--- config.mk ---
export PLATFORM = sky130hd
export DESIGN_NAME = backslash_escape_decoder_top
export DESIGN_NICKNAME = d
export VERILOG_FILES = /design/src/hdl/bed_pkg.sv /design/src/hdl/bed_decode.sv /design/src/hdl/backslash_escape_decoder_top.sv
export SDC_FILE = /design/constraint.sdc
export NUM_CORES = 1
export LEC_CHECK = 0
export BUFFER_PORTS_ARGS = -buffer_cell sky130_fd_sc_hd__buf_2
export CORE_UTILIZATION = 47
export CTS_CLUSTER_SIZE = 30
export DETAILED_ROUTE_END_ITERATION = 7
export PLACE_DENSITY_LB_ADDON = 0.3
export SYNTH_ARGS = -nofsm -noshare
export SYNTH_HDL_FRONTEND = slang
export SYNTH_SLANG_ARGS = --single-unit
--- constraint.sdc ---
create_clock -name i_clk -period 4.02 [get_ports i_clk]
set_input_delay 0.603 -clock i_clk [delete_from_list [all_inputs] [get_ports i_clk]]
set_output_delay 0.603 -clock i_clk [all_outputs]
set_load 0.02 [all_outputs]
--- src/hdl/bed_pkg.sv ---
// Package with the mode type, character codes and byte maps of the escape decoder.
`default_nettype none
package bed_pkg;

    localparam int unsigned ByteW = 8;

    typedef logic [ByteW-1:0] t_byte;

    typedef enum logic [1:0] {
        MODE_LITERAL    = 2'd0,
        MODE_ESCAPE     = 2'd1,
        MODE_HEX_FIRST  = 2'd2,
        MODE_HEX_SECOND = 2'd3
    } t_mode;

    localparam t_byte CH_BACKSLASH = 8'h5C;
    localparam t_byte CH_ZERO      = 8'h30;
    localparam t_byte CH_NINE      = 8'h39;
    localparam t_byte CH_LOWER_A   = 8'h61;
    localparam t_byte CH_LOWER_X   = 8'h78;
    localparam t_byte HEX_TEN      = 8'd10;

    // Everything the decode step hands back to the top level.
    typedef struct packed {
        logic  out_valid;
        t_byte out_byte;
        t_mode next_mode;
        logic  load_high;
    } t_dec_res;

    function automatic t_byte nibble_of(input t_byte b);
        t_byte val;
        if (b >= CH_ZERO && b <= CH_NINE) begin
            val = b - CH_ZERO;
        end else begin
            val = b - CH_LOWER_A + HEX_TEN;
        end
        return val;
    endfunction

    function automatic t_byte escape_map(input t_byte b);
        t_byte val;
        unique case (b)
            8'h73:   val = 8'd32;
            8'h61:   val = 8'd7;
            8'h62:   val = 8'd8;
            8'h66:   val = 8'd12;
            8'h76:   val = 8'd11;
            8'h72:   val = 8'd13;
            8'h6E:   val = 8'd10;
            8'h74:   val = 8'd9;
            default: val = b;
        endcase
        return val;
    endfunction

endpackage
`default_nettype wire

--- src/hdl/bed_decode.sv ---
// Combinational decode of one byte against the current mode and held hex digit.
`default_nettype none
module bed_decode (
    input  var bed_pkg::t_mode    i_mode,
    input  var bed_pkg::t_byte    i_high,
    input  var bed_pkg::t_byte    i_byte,
    input  var logic              i_last,
    output var bed_pkg::t_dec_res o_res
);
    import bed_pkg::*;

    t_byte w_hi_nib;
    t_byte w_lo_nib;
    t_byte w_hex_byte;

    assign w_hi_nib   = nibble_of(i_high);
    assign w_lo_nib   = nibble_of(i_byte);
    assign w_hex_byte = {w_hi_nib[3:0], 4'b0000} + w_lo_nib;

    always_comb begin
        o_res.out_valid = 1'b0;
        o_res.out_byte  = '0;
        o_res.next_mode = MODE_LITERAL;
        o_res.load_high = 1'b0;
        unique case (i_mode)
            MODE_LITERAL: begin
                if (i_byte == CH_BACKSLASH) begin
                    o_res.next_mode = i_last ? MODE_LITERAL : MODE_ESCAPE;
                end else begin
                    o_res.out_valid = 1'b1;
                    o_res.out_byte  = i_byte;
                end
            end
            MODE_ESCAPE: begin
                if (i_byte == CH_LOWER_X) begin
                    o_res.next_mode = i_last ? MODE_LITERAL : MODE_HEX_FIRST;
                end else begin
                    o_res.out_valid = 1'b1;
                    o_res.out_byte  = escape_map(i_byte);
                end
            end
            MODE_HEX_FIRST: begin
                // A string that ends here drops the escape and decodes this byte as literal.
                if (i_last) begin
                    if (i_byte != CH_BACKSLASH) begin
                        o_res.out_valid = 1'b1;
                        o_res.out_byte  = i_byte;
                    end
                end else begin
                    o_res.load_high = 1'b1;
                    o_res.next_mode = MODE_HEX_SECOND;
                end
            end
            MODE_HEX_SECOND: begin
                o_res.out_valid = 1'b1;
                o_res.out_byte  = w_hex_byte;
            end
            default: begin
                o_res.out_valid = 1'b0;
            end
        endcase
    end

endmodule
`default_nettype wire

--- src/hdl/backslash_escape_decoder_top.sv ---
// Top level of the backslash escape decoder: input register, decode, result register.
// A request goes through the input register and then the result register.
// Throughput: one request per cycle while the result is not held; the mode
// register updates as a request moves from the input register into the
// result register. Reset (synchronous, active low) empties both registers
// and returns the mode to literal with the held hex digit cleared.
`default_nettype none
module backslash_escape_decoder_top (
    input  var logic          i_clk,
    input  var logic          i_rst_n,
    input  var logic          i_valid,
    output var logic          o_stall,
    input  var bed_pkg::t_byte i_in_byte,
    input  var logic          i_in_last,
    output var logic          o_valid,
    input  var logic          i_stall,
    output var logic          o_out_valid,
    output var bed_pkg::t_byte o_out_byte,
    output var logic          o_out_end
);
    import bed_pkg::*;

    logic     r_in_vld;
    t_byte    r_in_byte;
    logic     r_in_last;
    logic     r_out_vld;
    logic     r_out_valid;
    t_byte    r_out_byte;
    logic     r_out_end;
    t_mode    r_mode;
    t_mode    n_mode;
    t_byte    r_high;
    t_byte    n_high;
    t_dec_res w_res;
    logic     w_advance;
    logic     w_accept;

    bed_decode u_decode (
        .i_mode (r_mode),
        .i_high (r_high),
        .i_byte (r_in_byte),
        .i_last (r_in_last),
        .o_res  (w_res)
    );

    // The input register drains whenever the result register is free or being taken.
    assign w_advance = r_in_vld && !(r_out_vld && i_stall);
    assign o_stall   = r_in_vld && !w_advance;
    assign w_accept  = i_valid && !o_stall;

    always_comb begin
        n_mode = r_mode;
        n_high = r_high;
        if (w_advance) begin
            n_mode = w_res.next_mode;
            if (w_res.load_high) begin
                n_high = r_in_byte;
            end
        end
    end

    always_ff @(posedge i_clk) begin
        if (!i_rst_n) begin
            r_in_vld  <= 1'b0;
            r_out_vld <= 1'b0;
            r_mode    <= MODE_LITERAL;
            r_high    <= '0;
        end else begin
            r_mode <= n_mode;
            r_high <= n_high;
            if (w_accept) begin
                r_in_vld <= 1'b1;
            end else if (w_advance) begin
                r_in_vld <= 1'b0;
            end
            if (w_advance) begin
                r_out_vld <= 1'b1;
            end else if (!i_stall) begin
                r_out_vld <= 1'b0;
            end
        end
    end

    always_ff @(posedge i_clk) begin
        if (w_accept) begin
            r_in_byte <= i_in_byte;
            r_in_last <= i_in_last;
        end
        if (w_advance) begin
            r_out_valid <= w_res.out_valid;
            r_out_byte  <= w_res.out_byte;
            r_out_end   <= r_in_last;
        end
    end

    assign o_valid     = r_out_vld;
    assign o_out_valid = r_out_valid;
    assign o_out_byte  = r_out_byte;
    assign o_out_end   = r_out_end;

endmodule
`default_nettype wire

==> results of run 1 <==
-- final cells by class --
class / count / area, sq um
clock buffer: 5 / 68.8
clock inverter: 3 / 20.0
fill: 359 / 1630
inverter: 11 / 41.3
multi-input combinational: 143 / 1050
sequential: 31 / 811
tap: 48 / 60.1
timing repair buffer: 24 / 120
-- worst max-delay path by stage --
stage | slack (ns) | to | cells past startpoint | from
final | 0.89 | o_out_byte[7] | 11 | r_in_byte[5]
after floorplan | 1.18 | o_out_byte[7] | 11 | r_in_byte[0]
after global routing | 0.66 | o_out_byte[7] | 11 | r_in_byte[0]
after CTS | 0.90 | o_out_byte[7] | 11 | r_in_byte[5]
after global placement | 1.04 | o_out_byte[7] | 11 | r_in_byte[1]
after detailed placement | 0.94 | o_out_byte[7] | 11 | r_in_byte[5]
-- cell usage after synthesis (2+ instances only) --
cell,instances,area share [%]
edfxtp_1,19,30
ha_1,15,9.8
a21oi_1,14,3.6
nor2b_1,14,4.6
dfxtp_1,12,13
nand2_1,12,2.3
inv_1,11,2.1
mux2i_1,9,4.7
nor2_1,9,1.8
o21ai_0,8,2.1
xnor2_1,5,2.3
a31oi_1,4,1.3
and3_1,4,1.3
clkbuf_1,4,0.78
nand3_1,3,0.78
nor3_1,3,0.78
a221oi_1,2,0.91
a22oi_1,2,0.78
and2_1,2,0.65
and4_1,2,0.91
buf_2,2,0.52
nand2b_1,2,0.65
nor4_1,2,0.65
o211ai_1,2,0.78
o21bai_1,2,0.78
o22ai_1,2,0.65
-- cell usage in the layout, fill, tap and decap left out, types with 2 or more instances in the layout --
cell type,count
a31oi_1,4
buf_2,24
clkinvlp_4,2
inv_1,11
o22ai_1,2
and3_1,4
o21ai_0,8
o211ai_1,2
nor2b_1,14
xnor2_1,5
edfxtp_1,19
nor4_1,2
clkbuf_8,5
and4_1,2
nand2_1,12
mux2i_1,9
ha_1,15
o21bai_1,2
a21oi_1,14
a22oi_1,2
nor2_1,9
nand2b_1,2
and2_1,2
nor3_1,3
a221oi_1,2
nand3_1,3
dfxtp_1,12
-- power breakdown --
part	switching [uW]	internal (uW)
clock	124	120
combinational	44.5	32.6
sequential	15.3	350
total	184	503
-- metrics by stage --
step                hold WS, ns  instances
finish                    0.484        265
CTS                       0.471        265
global placement          0.495        257
floorplan                 0.472        191
global route              0.465        265
detailed placement        0.509        257
-- logic make-up after synthesis --
| kind of cell | count (synthesis) |
|---|---|
| compound gates | 51 |
| xor+xnor | 6 |
| fa+ha+maj | 16 |
| buf+inv | 17 |
| flops | 31 |
| mux | 9 |
| simple gates | 61 |
-- per-layer routing --
layer / GRT usage (%) / routed length, um / vias up
met4: 13.3 / 160 / 0
met2: 30.7 / 1720 / 56
li1: - / - / 753
met3: 6.21 / 189 / 16
met1: 26.6 / 1850 / 664
met5: 0 / 0 / -
-- state kept, by name, summed over array words and instances, names as in the netlist --
register     flops
o_out_byte       8
o_out_end        1
o_out_valid      1
o_valid          1
r_high           8
r_in_byte        8
r_in_last        1
r_in_vld         1
r_mode           2
==> key figures, run 1 <==
GRT
  • Largest net degree at the start of global routing: 16
  • GRT Overall Usage: a little over a fifth
  • Global-route wire length before repair: between 6 and 7 mm
  • Number of global-route vias before repair: ~1400
  • Grt ovf: 0
  • Initial antenna violation count: 0

CTS
  • CTS Root Cell: clkbuf_8
  • Reg clk slew, reported paths: 0.07 ns
  • CTS Buf Count: 5
  • Hold Buf Count CTS: 0
  • Post-cts sizing count: 0
  • Postcts setup bufs: 0
  • Clk sinks: 31
  • CTS Buffer Depth: 2
  • CTS tree: yes
  • H-Tree Depth: 2
  • Worst skew pair latency: 0.29 ns

Synthesis
  • Post-Syn Area: roughly 0.0019 sq mm
  • Synth Area in Adders: roughly 11%
  • Syn Inst Count: 191
  • Async SR Flop Fraction: 0%
  • Syn nets: between 200 and 250
  • Sequential share of the synthesized area: around 42%
  • Synth warn: 0
  • Post-Syn Area per Cell: between 10 and 15 sq um
  • Simple-Gate Fraction of Synth Area: about 18%
  • Largest family of logic cells by synthesized area: compound AO/OA/AOI/OAI gates
  • Top FF cell, synth: edfxtp_1
  • Synth Area in Compound Gates: a little under a fifth
  • Yosys cell types: slightly above 50
  • XOR/XNOR Fraction of Synth Area: ~2.7%
  • Yosys reg bits: 31
  • Number of synthesized flops with an enable pin: 19
  • Share of synthesized area spent on multiplexers: under 10%

Timing
  • Rel. slew slack: 26.0%
  • Fin. max-slew vios: 0
  • Final worst slack: just under 0.9 ns
  • Final setup vio count: 0
  • FMAX: roughly 320 MHz
  • Final setup skew: between 0.01 and 0.015 ns
  • Final Hold Violating Endpoints: 0
  • Final period util: 77.8%
  • Final setup TNS: 0 ns
  • Min Tclk post-route: 3.13 ns
  • Worst slew pin tran: ~1.1 ns
  • RSZ-0062 raised after global routing: no

Job
  • Max Cap Viol: 0

Floorplanning
  • Die area: roughly 0.0043 sq mm
  • DIE WIDTH: approximately 66 um
  • Core Box Area: approximately 0.0038 sq mm
  • Total number of placement rows: 22
  • Die Height: around 66 um
  • Initial Utilization: between 50% and 60%
  • Top Ports: 25

Critical path
  • Worst r2r src: r_in_byte[5]
  • FF-to-FF setup slack: around 0.89 ns
  • Crit path DAT: ~3.3 ns
  • Worst Path Buf+Inv: 0
  • CP delay by family, top: simple AND/OR/NAND/NOR gates
  • Req. time, crit path: roughly 4.2 ns
  • Crit Path Max Fanout: 9
  • Crit-path slowest cell: edfxtp_1
  • Crit path largest cell delay: 0.48 ns
  • CP Capture Type: flip-flop
  • Worst setup SP type: flip-flop
  • CP Class: reg2reg
  • R2R cell count: 11
  • RR Endpoint: o_out_byte[7]
  • CP Cell Sequence: ha_1, or3b_4, a21oi_4, nor2_1, a21oi_1, ha_1, nand3_1, a21oi_1, o211a_1, or4_1, o211ai_2

Worst hold path
  • Hold EP: r_in_byte[7]
  • WHS Path Cells: 1
  • Hold WC Path Type: in2reg
  • HP Start: i_in_byte[7]

Power
  • Leakage: between 0.0008 and 0.0009 uW
  • PD cells: 316 mW/mm^2
  • Design Power: 687 uW
  • Maximum VDD drop: roughly 180 uV

Placed design
  • Pre-CTS WS: ~0.94 ns
  • DP Wirelength: between 2 and 3 mm
  • GPL Wtd Cong: 0.930
  • DP Area: 0.00208 sq mm
  • Port Buffers: 24

Routing
  • Drt initial violations: approximately 140
  • Routed via count: around 1500
  • DR pass1 iterations: 4
  • Post-DRT Antenna Nets: 0
  • Routed len/inst: around 15 um
  • DRC: 0
  • Post-Route WL: 3.92 mm
  • Vias per cell: ~5.6

Cells and area
  • Cell area after layout: approximately 0.0022 sq mm
  • Share of layout cells above drive strength 1: between 15 and 20%
  • Number of diodes: 0
  • Area growth syn-to-layout: 13.0%
  • Final Util: 57.1%
  • Nets: 245

Outcome
  • Status: complete, no violations
Power figures use the tool's default switching activity.
==> run 2: changes to the inputs <==
==> constraint.sdc (replaced) <==
create_clock -name i_clk -period 3.15 [get_ports i_clk]
set_input_delay 0.4725 -clock i_clk [delete_from_list [all_inputs] [get_ports i_clk]]
set_output_delay 0.4725 -clock i_clk [all_outputs]
set_load 0.02 [all_outputs]
==> run 2 against run 1 <==
  * Non-clock buffer count rose by 11
  * Highest routed layer unchanged
  * Worst setup slack got worse by 0.65 ns
  * Largest cell class unchanged
  * Clock power rose by 26%
==> key figures, run 2 (synthesis results as in run 1) <==
Routing
  • Routed wl met2: 1.85 mm (+7.9%)
  • Post-DRT Antenna Nets: 0 (unchanged)
  • DRC: 0 (unchanged)
  • Post-Route WL: 3.86 mm (-1.5%)
  • Drt initial violations: 87 (-38%)
  • Top Metal Used: met4
  • Routed via count: 1540 (+3.4%)
  • Routed len/inst: 14.0 um (-5.5%)
  • DR pass1 iterations: 4 (unchanged)
  • Vias per cell: 5.58 (-0.70%)
  • Met3 Routed Length: 228 um (+21%)
  • WL met1: 1.76 mm (-5.0%)

Timing
  • RSZ-0062 raised after global routing: no
  • Final setup vio count: 0 (unchanged)
  • Fin. max-slew vios: 0 (unchanged)
  • FMAX: 344 MHz (+7.5%)
  • Final period util: 92.3% (+15 points)
  • Worst slew pin tran: 0.695 ns (-0.412 ns)
  • Rel. slew slack: 53.6% (+28 points)
  • Min Tclk post-route: 2.91 ns (-0.220 ns)
  • Final setup skew: 0.0110 ns (+0.000752 ns)
  • Final setup TNS: 0 ns (unchanged)
  • Final Hold Violating Endpoints: 0 (unchanged)

Critical path
  • Crit-path slowest cell: or4_1
  • Req. time, crit path: 3.27 ns (-0.89 ns)
  • FF-to-FF setup slack: 0.24 ns (-0.65 ns)
  • CP Class: reg2reg
  • Worst Path Buf+Inv: 0 (unchanged)
  • Crit path DAT: 3.03 ns (-0.24 ns)
  • Crit Path Max Fanout: 4 (-5)
  • CP Cell Sequence: ha_1, a21oi_1, o21ai_0, or2_2, a21oi_1, ha_1, a21oi_2, a21oi_1, o211a_1, or4_1, o211ai_2
  • Most frequent CP cell: a21oi_1
  • Crit path largest cell delay: 0.48 ns (about the same)
  • CP Capture Type: flip-flop
  • Worst setup SP type: flip-flop
  • CP delay by family, top: compound AO/OA/AOI/OAI gates

CTS
  • H-Tree Depth: 2 (unchanged)
  • Hold Buf Count CTS: 0 (unchanged)
  • Reg clk slew, reported paths: 0.07 ns (about the same)
  • CTS Buf Count: 5 (unchanged)
  • Clk sinks: 31 (unchanged)
  • Worst skew pair latency: 0.28 ns (about the same)
  • CTS tree: yes
  • CTS Root Cell: clkbuf_8
  • CTS Buffer Depth: 2 (unchanged)

Cells and area
  • Final cell count without fillers: 276 (+4.2%)
  • Number of diodes: 0 (unchanged)
  • Final Util: 59.5% (+2.3 points)
  • Most frequent cells in the layout: 24 x buf_2, 19 x edfxtp_1, 15 x ha_1
  • Share of layout cells above drive strength 1: 21.9% (+4.9 points)
  • Storage element area: 811 sq um (unchanged)
  • Commonest non-fill, non-tap cell in the layout: buf_2
  • Nets: 256 (+4.5%)
  • Area growth syn-to-layout: 17.6%
  • Fillers: 331 (-7.8%)
  • Area of the multi-input gates: 0.00106 sq mm (+0.71%)

Floorplanning
  • DIE WIDTH: 65.9 um (unchanged)
  • Die Height: 65.9 um (unchanged)
  • Core Box Area: 0.00380 sq mm (unchanged)
  • Top Ports: 25 (unchanged)
  • Die area: 0.00435 sq mm (unchanged)
  • Initial Utilization: 50.6% (unchanged)
  • Total number of placement rows: 22 (unchanged)

Placed design
  • Port Buffers: 24 (unchanged)
  • DP Wirelength: 3.01 mm (+2.3%)
  • DP Cell Count: 267 (+3.9%)
  • GPL Wtd Cong: 0.883 (-5.1%)

Power
  • Sw Pwr: 230 uW (+25%)
  • PD cells: 389 mW/mm^2 (+23%)
  • Maximum VDD drop: 296 uV (+68%)
  • Leakage: 0.000889 uW (+7.8%)
  • Combinational share of power: 13.2% (+2.0 points)
  • Sequential share of power: 51.7% (-1.5 points)
  • Net Sw Frac: 26.2% (-0.64 points)
  • Int Pwr: 649 uW (+29%)
  • Clock Power Share: 35.1% (-0.5 points)

Worst hold path
  • Hold WC Path Type: in2reg

GRT
  • Global-route wire length before repair: 6.60 mm (+0.73%)
  • Initial antenna violation count: 0 (unchanged)
  • Grt ovf: 0 (unchanged)
  • GRT Overall Usage: 20.0% (-0.98 points)
  • Largest net degree at the start of global routing: 13 (-3)
  • Number of global-route vias before repair: 1454 (+3.6%)

Outcome
  • Status: complete, no violations

Job
  • Max Cap Viol: 0 (unchanged)
run 2: cell count changes in the layout (fill, tap and decap cells not counted), sizes merged:
cell,delta
buf,+11
clkinvlp,-2
inv,+2
run 2: path summary, 6_finish.rpt:
kind                startpoint  cells past startpoint             to
setup / recovery  r_in_byte[0]                     11  o_out_byte[7]
hold / removal       i_in_last                      1      r_in_last
hold reg to reg       r_in_vld                      2        o_valid
setup reg to reg  r_in_byte[0]                     11  o_out_byte[7]
run 2: timing repair:
action / 4_1_cts / 5_1_grt
endpoints found under the setup margin: 0 / 1
resized for setup: 0 / 3
setup buffers: 0 / 1
run 2: per-stage QoR:
step | hold slack (ns) | cell area [sq um] | total power (uW) | worst slack [ns]
3_3_place_gp | 0.496 | 2160 | 576 | 0.172
4_1_cts | 0.360 | 2240 | 886 | 0.0969
2_1_floorplan | 0.472 | 1920 | 539 | 0.315
5_1_grt | 0.348 | 2260 | 918 | 0.0140
6_report | 0.369 | 2260 | 879 | 0.242
3_5_place_dp | 0.511 | 2160 | 579 | 0.132
run 2: layout make-up:
cell class	count	share of cell area, %
clock inverter	3	0.776
multi-input combinational	143	46.8
sequential	31	35.9
timing repair buffer	35	8.98
tap	48	2.66
inverter	11	1.83
clock buffer	5	3.05
run 2: routing by layer:
layer	vias up	global-route usage, %
met4	0	5.98
met2	59	32.9
met1	702	26.0
li1	775	-
met5	-	0
met3	4	4.31
run 2: power groups by stage:
stage | combinational, uW | clock [uW] | sequential (uW)
after global placement | 113 | 0 | 463
final | 116 | 308 | 455
after floorplan | 66.4 | 0 | 472
after global routing | 130 | 332 | 456
after CTS | 116 | 316 | 455
after detailed placement | 115 | 0 | 464
